<file path="config.mk">
export PLATFORM = sky130hd
export DESIGN_NAME = sorted_timer_event_queue_unit
export DESIGN_NICKNAME = d
export VERILOG_FILES = /design/src/rtl/core/stq_pkg.sv /design/src/rtl/core/stq_dp.sv /design/src/rtl/core/stq_ctrl.sv /design/src/rtl/core/sorted_timer_event_queue_unit.sv
export SDC_FILE = /design/constraint.sdc
export NUM_CORES = 2
export LEC_CHECK = 0
export BUFFER_PORTS_ARGS = -buffer_cell sky130_fd_sc_hd__buf_2
export CORE_ASPECT_RATIO = 0.7
export CORE_MARGIN = 2
export CORE_UTILIZATION = 64
export CTS_BUF_LIST = sky130_fd_sc_hd__clkbuf_8 sky130_fd_sc_hd__clkbuf_16
export DETAILED_ROUTE_END_ITERATION = 12
export PLACE_DENSITY = 0.81
export SYNTH_ARGS = -nofsm -noshare
export SYNTH_HDL_FRONTEND = slang
export SYNTH_HIERARCHICAL = 1
export SYNTH_SLANG_ARGS = --single-unit
</file>
<file path="constraint.sdc">
create_clock -name clk -period 10.2 [get_ports clk]
set_input_delay 0.51 -clock clk [delete_from_list [all_inputs] [get_ports clk]]
set_output_delay 0.51 -clock clk [all_outputs]
set_load 0.01 [all_outputs]
</file>
<file path="src/rtl/core/stq_pkg.sv">
`timescale 1ns / 1ps

package stq_pkg;

  localparam int POOL_SLOTS = 16;
  localparam int SLOT_W     = $clog2(POOL_SLOTS);
  localparam int CNT_W      = $clog2(POOL_SLOTS + 1);
  localparam int TICK_W     = 64;
  localparam int FREQ_W     = 32;
  localparam int DELAY_W    = 32;
  localparam int TAG_W      = 32;
  localparam int STATUS_W   = 2;

  localparam logic [FREQ_W-1:0] FREQ_RESET = 32'd19200000;

  localparam logic CMD_ADD  = 1'b0;
  localparam logic CMD_FREE = 1'b1;

  localparam logic [STATUS_W-1:0] ST_ADDED = 2'd0;
  localparam logic [STATUS_W-1:0] ST_FULL  = 2'd1;
  localparam logic [STATUS_W-1:0] ST_FREED = 2'd2;

  typedef struct packed {
    logic                load;
    logic                mul;
    logic                add;
    logic                store;
    logic                pos_clr;
    logic                pos_inc;
    logic                ins;
    logic                unlink;
    logic                emit;
    logic [STATUS_W-1:0] emit_status;
  } ctrl_cmd_t;

  typedef struct packed {
    logic full;
    logic fslot_busy;
    logic pos_end;
    logic advance;
    logic match;
  } dp_stat_t;

endpackage

</file>
<file path="src/rtl/core/stq_dp.sv">
`timescale 1ns / 1ps

module stq_dp (
  input  logic                          clk,
  input  logic                          rst_n,
  input  logic                          cfg_we,
  input  logic [stq_pkg::FREQ_W-1:0]    cfg_data,
  input  logic [stq_pkg::TICK_W-1:0]    in_now_ticks,
  input  logic [stq_pkg::DELAY_W-1:0]   in_delay_seconds,
  input  logic [stq_pkg::TAG_W-1:0]     in_entry_tag,
  input  logic [stq_pkg::SLOT_W-1:0]    in_slot_to_free,
  input  stq_pkg::ctrl_cmd_t            cmd,
  output stq_pkg::dp_stat_t             stat,
  output logic                          out_valid,
  output logic [stq_pkg::STATUS_W-1:0]  out_status,
  output logic [stq_pkg::SLOT_W-1:0]    out_slot_index,
  output logic                          out_new_head,
  output logic [stq_pkg::TICK_W-1:0]    out_timeout_ticks
);

  logic [stq_pkg::FREQ_W-1:0]     freq_r;
  logic [stq_pkg::TICK_W-1:0]     now_r;
  logic [stq_pkg::DELAY_W-1:0]    delay_r;
  logic [stq_pkg::TAG_W-1:0]      tag_r;
  logic [stq_pkg::SLOT_W-1:0]     fslot_r;
  logic [stq_pkg::TICK_W-1:0]     product_r;
  logic [stq_pkg::TICK_W-1:0]     exp_r;
  logic [stq_pkg::SLOT_W-1:0]     free_slot_r;
  logic                           full_r;
  logic [stq_pkg::CNT_W-1:0]      pos_r;
  logic [stq_pkg::CNT_W-1:0]      len_r;
  logic [stq_pkg::POOL_SLOTS-1:0] busy_r;
  logic [stq_pkg::SLOT_W-1:0]     q_r   [stq_pkg::POOL_SLOTS];
  logic [stq_pkg::SLOT_W-1:0]     q_nxt [stq_pkg::POOL_SLOTS];
  logic [stq_pkg::TICK_W-1:0]     exp_mem [stq_pkg::POOL_SLOTS];
  logic [stq_pkg::TAG_W-1:0]      tag_mem [stq_pkg::POOL_SLOTS];
  logic [stq_pkg::TICK_W-1:0]     rdata_r;
  logic                           out_valid_r;
  logic [stq_pkg::STATUS_W-1:0]   out_status_r;
  logic [stq_pkg::SLOT_W-1:0]     out_slot_r;
  logic                           out_head_r;
  logic [stq_pkg::TICK_W-1:0]     out_tmo_r;

  logic [stq_pkg::SLOT_W-1:0]     free_slot;
  logic                           free_found;
  logic                           head_pos;

  // lowest free slot
  always_comb begin
    free_slot  = '0;
    free_found = 1'b0;
    for (int i = stq_pkg::POOL_SLOTS - 1; i >= 0; i--) begin
      if (!busy_r[i]) begin
        free_slot  = stq_pkg::SLOT_W'(i);
        free_found = 1'b1;
      end
    end
  end

  assign head_pos = (pos_r == '0);

  always_comb begin
    stat.full       = full_r;
    stat.fslot_busy = busy_r[fslot_r];
    stat.pos_end    = (pos_r == len_r);
    stat.advance    = head_pos ? (rdata_r <= exp_r) : (rdata_r < exp_r);
    stat.match      = (q_r[pos_r[stq_pkg::SLOT_W-1:0]] == fslot_r);
  end

  always_comb begin
    q_nxt = q_r;
    if (cmd.ins) begin
      for (int k = 1; k < stq_pkg::POOL_SLOTS; k++) begin
        if (stq_pkg::CNT_W'(k) > pos_r) begin
          q_nxt[k] = q_r[k-1];
        end
      end
      q_nxt[pos_r[stq_pkg::SLOT_W-1:0]] = free_slot_r;
    end else if (cmd.unlink) begin
      for (int j = 0; j < stq_pkg::POOL_SLOTS - 1; j++) begin
        if (stq_pkg::CNT_W'(j) >= pos_r) begin
          q_nxt[j] = q_r[j+1];
        end
      end
    end
  end

  always_ff @(posedge clk) begin
    q_r <= q_nxt;
  end

  always_ff @(posedge clk) begin
    if (!rst_n) begin
      freq_r      <= stq_pkg::FREQ_RESET;
      busy_r      <= '0;
      len_r       <= '0;
      out_valid_r <= 1'b0;
    end else begin
      if (cfg_we) begin
        freq_r <= cfg_data;
      end
      if (cmd.store) begin
        busy_r[free_slot_r] <= 1'b1;
      end else if (cmd.unlink) begin
        busy_r[fslot_r] <= 1'b0;
      end
      if (cmd.ins) begin
        len_r <= len_r + 1'b1;
      end else if (cmd.unlink) begin
        len_r <= len_r - 1'b1;
      end
      out_valid_r <= cmd.emit;
    end
  end

  always_ff @(posedge clk) begin
    if (cmd.load) begin
      now_r   <= in_now_ticks;
      delay_r <= in_delay_seconds;
      tag_r   <= in_entry_tag;
      fslot_r <= in_slot_to_free;
    end
    if (cmd.mul) begin
      product_r   <= stq_pkg::TICK_W'(delay_r) * stq_pkg::TICK_W'(freq_r);
      free_slot_r <= free_slot;
      full_r      <= !free_found || (len_r >= stq_pkg::CNT_W'(stq_pkg::POOL_SLOTS));
    end
    if (cmd.add) begin
      exp_r <= now_r + product_r;
    end
    if (cmd.pos_clr) begin
      pos_r <= '0;
    end else if (cmd.pos_inc) begin
      pos_r <= pos_r + 1'b1;
    end
    if (cmd.emit) begin
      out_status_r <= cmd.emit_status;
      out_head_r   <= 1'b0;
      out_tmo_r    <= '0;
      case (cmd.emit_status)
        stq_pkg::ST_ADDED: begin
          out_slot_r <= free_slot_r;
          if (head_pos) begin
            out_head_r <= 1'b1;
            out_tmo_r  <= product_r;
          end
        end
        stq_pkg::ST_FREED: begin
          out_slot_r <= fslot_r;
        end
        default: begin
          out_slot_r <= '0;
        end
      endcase
    end
  end

  // expiry and tag store
  always_ff @(posedge clk) begin
    if (cmd.store) begin
      exp_mem[free_slot_r] <= exp_r;
      tag_mem[free_slot_r] <= tag_r;
    end
  end

  always_ff @(posedge clk) begin
    rdata_r <= exp_mem[q_r[pos_r[stq_pkg::SLOT_W-1:0]]];
  end

  assign out_valid         = out_valid_r;
  assign out_status        = out_status_r;
  assign out_slot_index    = out_slot_r;
  assign out_new_head      = out_head_r;
  assign out_timeout_ticks = out_tmo_r;

endmodule

</file>
<file path="src/rtl/core/stq_ctrl.sv">
`timescale 1ns / 1ps

module stq_ctrl (
  input  logic                clk,
  input  logic                rst_n,
  input  logic                start,
  input  logic                in_command,
  input  stq_pkg::dp_stat_t   stat,
  output stq_pkg::ctrl_cmd_t  cmd,
  output logic                busy
);

  localparam logic [3:0] S_IDLE   = 4'd0;
  localparam logic [3:0] S_MUL    = 4'd1;
  localparam logic [3:0] S_ADD    = 4'd2;
  localparam logic [3:0] S_STORE  = 4'd3;
  localparam logic [3:0] S_RD     = 4'd4;
  localparam logic [3:0] S_CMP    = 4'd5;
  localparam logic [3:0] S_INS    = 4'd6;
  localparam logic [3:0] S_FCHK   = 4'd7;
  localparam logic [3:0] S_FIND   = 4'd8;
  localparam logic [3:0] S_UNLINK = 4'd9;

  logic [3:0] state_r;
  logic [3:0] state_nxt;

  always_comb begin
    state_nxt = state_r;
    cmd       = '0;
    case (state_r)
      S_IDLE: begin
        if (start) begin
          cmd.load  = 1'b1;
          state_nxt = (in_command == stq_pkg::CMD_FREE) ? S_FCHK : S_MUL;
        end
      end
      S_MUL: begin
        cmd.mul   = 1'b1;
        state_nxt = S_ADD;
      end
      S_ADD: begin
        cmd.add = 1'b1;
        if (stat.full) begin
          cmd.emit        = 1'b1;
          cmd.emit_status = stq_pkg::ST_FULL;
          state_nxt       = S_IDLE;
        end else begin
          state_nxt = S_STORE;
        end
      end
      S_STORE: begin
        cmd.store   = 1'b1;
        cmd.pos_clr = 1'b1;
        state_nxt   = S_RD;
      end
      S_RD: begin
        state_nxt = stat.pos_end ? S_INS : S_CMP;
      end
      S_CMP: begin
        if (stat.advance) begin
          cmd.pos_inc = 1'b1;
          state_nxt   = S_RD;
        end else begin
          state_nxt = S_INS;
        end
      end
      S_INS: begin
        cmd.ins         = 1'b1;
        cmd.emit        = 1'b1;
        cmd.emit_status = stq_pkg::ST_ADDED;
        state_nxt       = S_IDLE;
      end
      S_FCHK: begin
        if (stat.fslot_busy) begin
          cmd.pos_clr = 1'b1;
          state_nxt   = S_FIND;
        end else begin
          cmd.emit        = 1'b1;
          cmd.emit_status = stq_pkg::ST_FREED;
          state_nxt       = S_IDLE;
        end
      end
      S_FIND: begin
        if (stat.pos_end) begin
          cmd.emit        = 1'b1;
          cmd.emit_status = stq_pkg::ST_FREED;
          state_nxt       = S_IDLE;
        end else if (stat.match) begin
          state_nxt = S_UNLINK;
        end else begin
          cmd.pos_inc = 1'b1;
        end
      end
      S_UNLINK: begin
        cmd.unlink      = 1'b1;
        cmd.emit        = 1'b1;
        cmd.emit_status = stq_pkg::ST_FREED;
        state_nxt       = S_IDLE;
      end
      default: begin
        state_nxt = S_IDLE;
      end
    endcase
  end

  always_ff @(posedge clk) begin
    if (!rst_n) begin
      state_r <= S_IDLE;
    end else begin
      state_r <= state_nxt;
    end
  end

  assign busy = (state_r != S_IDLE);

endmodule

</file>
<file path="src/rtl/core/sorted_timer_event_queue_unit.sv">
`timescale 1ns / 1ps
// Sequence: an add loads, multiplies, adds, stores, then walks the queue (read and compare
//   per entry) and inserts; a full pool ends after the add step. A free ends after the busy
//   check for an idle slot, else it searches the queue for the slot and unlinks it.
// Throughput: one item at a time; a new start is taken in the cycle the result shows.
//   Results show one cycle on out_valid; no receiver stall.
// Reset (rst_n low, synchronous): pool empty, queue length 0, tick_frequency 19200000.

module sorted_timer_event_queue_unit (
  input  logic                          clk,
  input  logic                          rst_n,
  input  logic                          start,
  output logic                          busy,
  input  logic                          in_command,
  input  logic [stq_pkg::TICK_W-1:0]    in_now_ticks,
  input  logic [stq_pkg::DELAY_W-1:0]   in_delay_seconds,
  input  logic [stq_pkg::TAG_W-1:0]     in_entry_tag,
  input  logic [stq_pkg::SLOT_W-1:0]    in_slot_to_free,
  output logic                          out_valid,
  output logic [stq_pkg::STATUS_W-1:0]  out_status,
  output logic [stq_pkg::SLOT_W-1:0]    out_slot_index,
  output logic                          out_new_head,
  output logic [stq_pkg::TICK_W-1:0]    out_timeout_ticks,
  input  logic                          cfg_valid,
  output logic                          cfg_ready,
  input  logic [stq_pkg::FREQ_W-1:0]    cfg_data
);

  stq_pkg::ctrl_cmd_t cmd;
  stq_pkg::dp_stat_t  stat;

  assign cfg_ready = 1'b1;

  stq_ctrl u_ctrl (
    .clk        (clk),
    .rst_n      (rst_n),
    .start      (start),
    .in_command (in_command),
    .stat       (stat),
    .cmd        (cmd),
    .busy       (busy)
  );

  stq_dp u_dp (
    .clk               (clk),
    .rst_n             (rst_n),
    .cfg_we            (cfg_valid & cfg_ready),
    .cfg_data          (cfg_data),
    .in_now_ticks      (in_now_ticks),
    .in_delay_seconds  (in_delay_seconds),
    .in_entry_tag      (in_entry_tag),
    .in_slot_to_free   (in_slot_to_free),
    .cmd               (cmd),
    .stat              (stat),
    .out_valid         (out_valid),
    .out_status        (out_status),
    .out_slot_index    (out_slot_index),
    .out_new_head      (out_new_head),
    .out_timeout_ticks (out_timeout_ticks)
  );

endmodule

</file>
# After elaboration in Yosys (flattened, before gate mapping)
# Memories as Yosys holds them, arrays and structs flattened. A register that Yosys moved wholly into a read port is not among the register bits.
# Index checks and enable logic that the tools add are counted.
[word_totals] latchBits=0 memories=1 rom_bits=0 word_cells=270 mem_bits_rw=1024 reg_bits=431 output_inout_bits=74 inputBits=169
[mem_list] name="u_dp.exp_mem" words=16 word_bits=64 rd=1 rd_ports_with_merged_regs=1 write_ports=1 line="stq_dp.sv:35" text="logic [stq_pkg::TICK_W-1:0] exp_mem [stq_pkg::POOL_SLOTS];"
[classes] mux=125 shifts=0 add_sub_neg=4 n_mul=1 bitwise=4 n_eq_ne=14 magnitude_cmp=39 n_reduce_logical=46 n_div=0
[ops] operator="$mux W4" n=60
[ops] operator="$mux W60" n=2
[ops] operator="$add A64 B64 Y64" n=1
[ops] operator="$bwmux W64" n=1
[ops] operator="$le A64 B64 Y1" n=1
[ops] operator="$lt A64 B64 Y1" n=1
[ops] operator="$mul A32 B32 Y64" n=1
[ops] operator="$gt A4 B5 Y1 const A" n=8
[ops] operator="$reduce_and A2 Y1" n=18
[ops] operator="$ge A4 B5 Y1 const A" n=7
[ops] operator="$mux W1" n=35
[ops] operator="$reduce_bool A2 Y1" n=17
[ops] operator="$mux W16" n=2
[ops] operator="$pmux W4 S8" n=1
[ops] operator="$mux W3" n=8
[ops] operator="$ge A3 B5 Y1 const A" n=4
[ops] operator="$gt A3 B5 Y1 const A" n=4
[ops] operator="$and A16 B16 Y16" n=1
[ops] operator="$bmux W4 S4" n=1
[ops] operator="$demux W4 S4" n=1
[ops] operator="$eq A4 B3 Y1 const B" n=4
[ops] operator="$not A16 Y16" n=1
[ops] operator="$or A16 B16 Y16" n=1
[ops] operator="$pmux W3 S5" n=1
[ops] operator="other kinds (34)" n=52

# Longest topological paths before layout
[logic_depth] ltp_word=18 ltp_mapped=28 mapped_depth_nobuf=26

# Hierarchy
# Netlist, hierarchy kept.
[by_module_without_submodules] mod="stq_dp" instances=1 cells_each=7817 area_each_um2=95729.3 seq_area_each_um2=44262.5
[by_module_without_submodules] mod="stq_ctrl" instances=1 cells_each=57 area_each_um2=389.1 seq_area_each_um2=80.1
[by_module_without_submodules] mod="sorted_timer_event_queue_unit" instances=1 cells_each=2 area_each_um2=11.3 seq_area_each_um2=0.0

# Least setup slack after synthesis
# Ideal clock, no wire load.
[synth_timing] kind="reg2reg" from="reg u_dp/delay_r[20] in the netlist's numbering" to="reg u_dp/product_r[56] in the netlist's numbering, data pin" required_time_ns=9.935 setup_time_ns=0.265 synth_period_minus_slack_ns=7.322 setup_slack_ns=2.878 path_buffers=2 path_stages_with_launch=27 t_arrival_ns=7.057 path_cell_list="edfxtp_1 -> clkbuf_1 -> and2_1 -> fa_1 -> fa_1 -> inv_1 -> fa_1 -> fa_1 -> inv_1 -> fa_1 -> fa_1 -> fa_1 -> inv_1 -> fa_1 -> inv_1 -> ha_1 -> clkbuf_1 -> a21oi_1 -> o21ai_0 -> a221o_1 -> a21oi_1 -> o221ai_1 -> a41oi_1 -> o21ai_0 -> o21ai_0 -> o21ai_0 -> xor2_1"
[synth_between] elab_chain_cells=1
[synth_lines] item="start: declaration" line="stq_dp.sv:23" text="logic [stq_pkg::DELAY_W-1:0] delay_r;"
[synth_lines] item="start signal: assignment" line="stq_dp.sv:119" text="delay_r <= in_delay_seconds;"
[synth_lines] item="$mul A32 B32 Y64" line="stq_dp.sv:124" text="product_r <= stq_pkg::TICK_W'(delay_r) * stq_pkg::TICK_W'(freq_r);"
[synth_lines] item="end signal: assignment" line="stq_dp.sv:124"
[synth_lines] item="end: declaration" line="stq_dp.sv:26" text="logic [stq_pkg::TICK_W-1:0] product_r;"
# Every way passes these cells.
# A chain may end at the register's enable or synchronous reset.

# Worst setup path after layout
[layout_timing] from="reg u_dp/delay_r[13] in the netlist's numbering" to="reg u_dp/product_r[56] in the netlist's numbering, data pin"
# The elaborated chain is that of the path after synthesis.

==> flow_summary.ini <==
[global_routing]
gr-total-overflow = 0
grtUsageTotal = 0.3419
grt_start_max_net_pins = 180
grt_pass1_vias = 64790
grt_pass1_wl_um = 391500
grt_antenna_before_repair = 6

[clocking]
cts_buffer_depth = 3
cts_sinks = 1519
ctsRootBufferMaster = clkbuf_16
clk_latency_ps = 790
cts_resized = 0
h-tree-depth = 4
clk_pin_slew_ps = 60
cts_tree = yes
cts_made_buffers = 141

[setup_path]
end_kind = flip-flop
cp_cell_sequence = and2_1 > fa_1 > fa_1 > inv_1 > fa_1 > fa_1 > inv_1 > fa_1 > fa_1 > fa_1 > fa_1 > ha_1 > a21oi_1 > o21ai_0 > a221o_1 > a31oi_1 > o221ai_1 > a41oi_1 > o21ai_0 > o21ai_0 > o21ai_0 > xor2_1
start_kind = flip-flop
rrSetupSlack_ps = 570
worst-r2r-cell-count = 22
critPathMaxStageDelay_ps = 1040
critical_path_arrival_ps = 10130
crit_path_top_delay_cell = edfxtp_1
worstPathRequired_ps = 10700
r2r_start = u_dp/delay_r[13]$_DFFE_PP_
critPathKind = flip-flop to flip-flop
path_max_fanout = 23
timing.rr.end = u_dp/product_r[56]$_DFFE_PP_
crit_end = u_dp/product_r[56]$_DFFE_PP_
setup.worst_path.start = u_dp/delay_r[13]$_DFFE_PP_
crit_top_cell = fa_1

[floorplanning]
initial_core_util = 0.6472
die_h_um = 328.3
fp.dieW_um = 467.2
ioPinCount = 243
dieArea_sq_um = 153400
core_sq_um = 148500
rows = 118

[yosys]
synth_edf_count = 1392
ys_ff_latch = 1519
synth-simple-area-share = 0.1184
synth.mux.area_fraction = 0.03980
async_flop_share = 0
seq_area_frac_synth = 0.4613
synthFlopType = edfxtp_1
syn_avg_cell_area_sq_um = 12.21
synth_cell_types = 80
synth_top_area_share = 0.4348
yosys.area.top_type = edfxtp_1
synth_adder_area_share = 0.2388
synth_compound_area_frac = 0.07193
synthTopCellsByArea = edfxtp_1 43%, fa_1 19%, and2_1 5.4%, ha_1 5.2%, inv_1 3.7%
synthesis.area_sq_um = 96130
syn_nets = 9340
ys_warn_count = 6
synthCells = 7876
synthXorXnorAreaFrac = 0.01285
synth_top_family_by_area = adder cells

[sta]
fin_worst_skew_ps = 44.34
max_freq_mhz = 103.8
worstMarginPinSlew_ps = 1205
hold_viol = 0
maxSlewHeadroom = 0.1884
fin_crit_sh = 0.9443
finalCriticalPeriod_ps = 9632
slew_violations = 0
grt_setup_unrepaired = no
fin_setup_tns_ps = 0
fin_ws_ps = 567.9
setup_violations = 0

[routing]
first_pass_iters = 6
wl_per_cell_um = 25.52
route.detailed.drc = 0
route.antenna.remaining_nets = 0
wl_um = 258200
drt_iter0_drc = 8509
vias_per_cell = 6.325
vias = 63990

[cells_and_area]
mostFrequentLayoutCells = 1392 x edfxtp_1, 1000 x inv_1, 898 x fa_1, 860 x nand2_1, 823 x and2_1
area.growth.synth_to_final_pct = 9.050
fill_cells = 9792
drive_gt1_frac = 0.09403
final_cells = 10120
nets = 9481
layout_commonest_cell = edfxtp_1
fin_area_sq_um = 104800

[hold_path]
min-delay-start = cfg_data[7]
hp-class = input pin to flip-flop

[place]
gp_congestion = 0.9642
hpwl_um = 172900
place_inst = 9734
dpl_cell_area_sq_um = 99030
dp_slack_ps = 1115
port_buffers = 209

[status]
status = completed

[run]
drv_cap = 0
==> synth_stat cells (all sizes together) (151+ instances only) <==
cell type and n:
a211oi 199, nor2 264, clkbuf 406, and2 825, nand2 861, a21oi 189
a31oi 176, inv 960, fa 898, edfxtp 1392, ha 397, mux4 151
==> flip-flops by register name, indices dropped and copies added (netlist names), 4 cells and up <==
name	cells
u_dp/len_r	5
u_dp/pos_r	5
u_dp/q_r	64
u_dp/rdata_r	64
u_dp/exp_mem	1024
u_dp/busy_r	16
u_dp/freq_r	32
u_dp/exp_r	64
u_ctrl/state_r	4
u_dp/product_r	64
u_dp/out_slot_index	4
u_dp/now_r	64
u_dp/delay_r	32
u_dp/free_slot_r	4
u_dp/out_timeout_ticks	64
u_dp/fslot_r	4
==> what timing repair did <==
action / 4_1_cts / 5_1_grt
endpoints found under the hold margin: 119 / 0
hold buffers: 119 / 0
setup buffers: 0 / 0
==> final cells by class <==
class	count	area, sq um	share of cell area
clock inverters	110	895.9	0.008546
clock buffers	152	3702	0.03532
well taps	1980	2477	0.02363
diodes	1	2.502	0.00002387
multi-input cells	4933	46500	0.4436
flip-flops and latches	1519	44340	0.4230
inverters	960	3603	0.03437
repair buffers	462	3303	0.03151
==> per-stage QoR <==
step	hold slack, ps	util
2_1_floorplan	488.1	-
3_3_place_gp	461.2	0.6668
3_5_place_dp	481.7	0.6668
4_1_cts	0.4480	0.7057
5_1_grt	13.38	0.7058
6_report	38.24	0.7058
==> worst max-delay path: cells and delay by family (launching register included) <==
kind            cells  cell delay, ps
flops               1            1040
compound gates      9            3470
xor+xnor            1             190
simple gates        1             260
fa+ha+maj           9            4210
buf+inv             2             140
==> per-layer routing <==
metal	track usage	vias up	share of wire
li1	-	26990	-
met1	0.5009	32200	0.39
met3	0.07809	589	0.13
met4	0.1546	4	0.049
met2	0.4939	4209	0.44
met5	0	-	0.00010
==> cell families after synthesis <==
group           after synthesis
compound gates             1021
xor+xnor                    141
fa+ha+maj                  1296
buf+inv                    1424
flops                      1519
mux                         193
other cells                   1
simple gates               2281
==> worst min path at each step <==
| stage | end | slack [ps] | cells past startpoint |
|---|---|---|---|
| after global routing | u_dp/now_r[11]$_DFFE_PP_ | 10 | 1 |
| after floorplan | u_dp/busy_r[8]$_SDFFE_PN0P_ | 490 | 2 |
| final | u_dp/freq_r[7]$_SDFFE_PN0P_ | 40 | 3 |
| after detailed placement | u_dp/freq_r[21]$_SDFFE_PN1P_ | 480 | 2 |
| after global placement | u_dp/freq_r[24]$_SDFFE_PN1P_ | 460 | 2 |
| after CTS | u_dp/freq_r[7]$_SDFFE_PN0P_ | 0.4 | 3 |
Power is not shown: default switching activity piles up to over one toggle a cycle in this logic, so the estimate is an artifact.
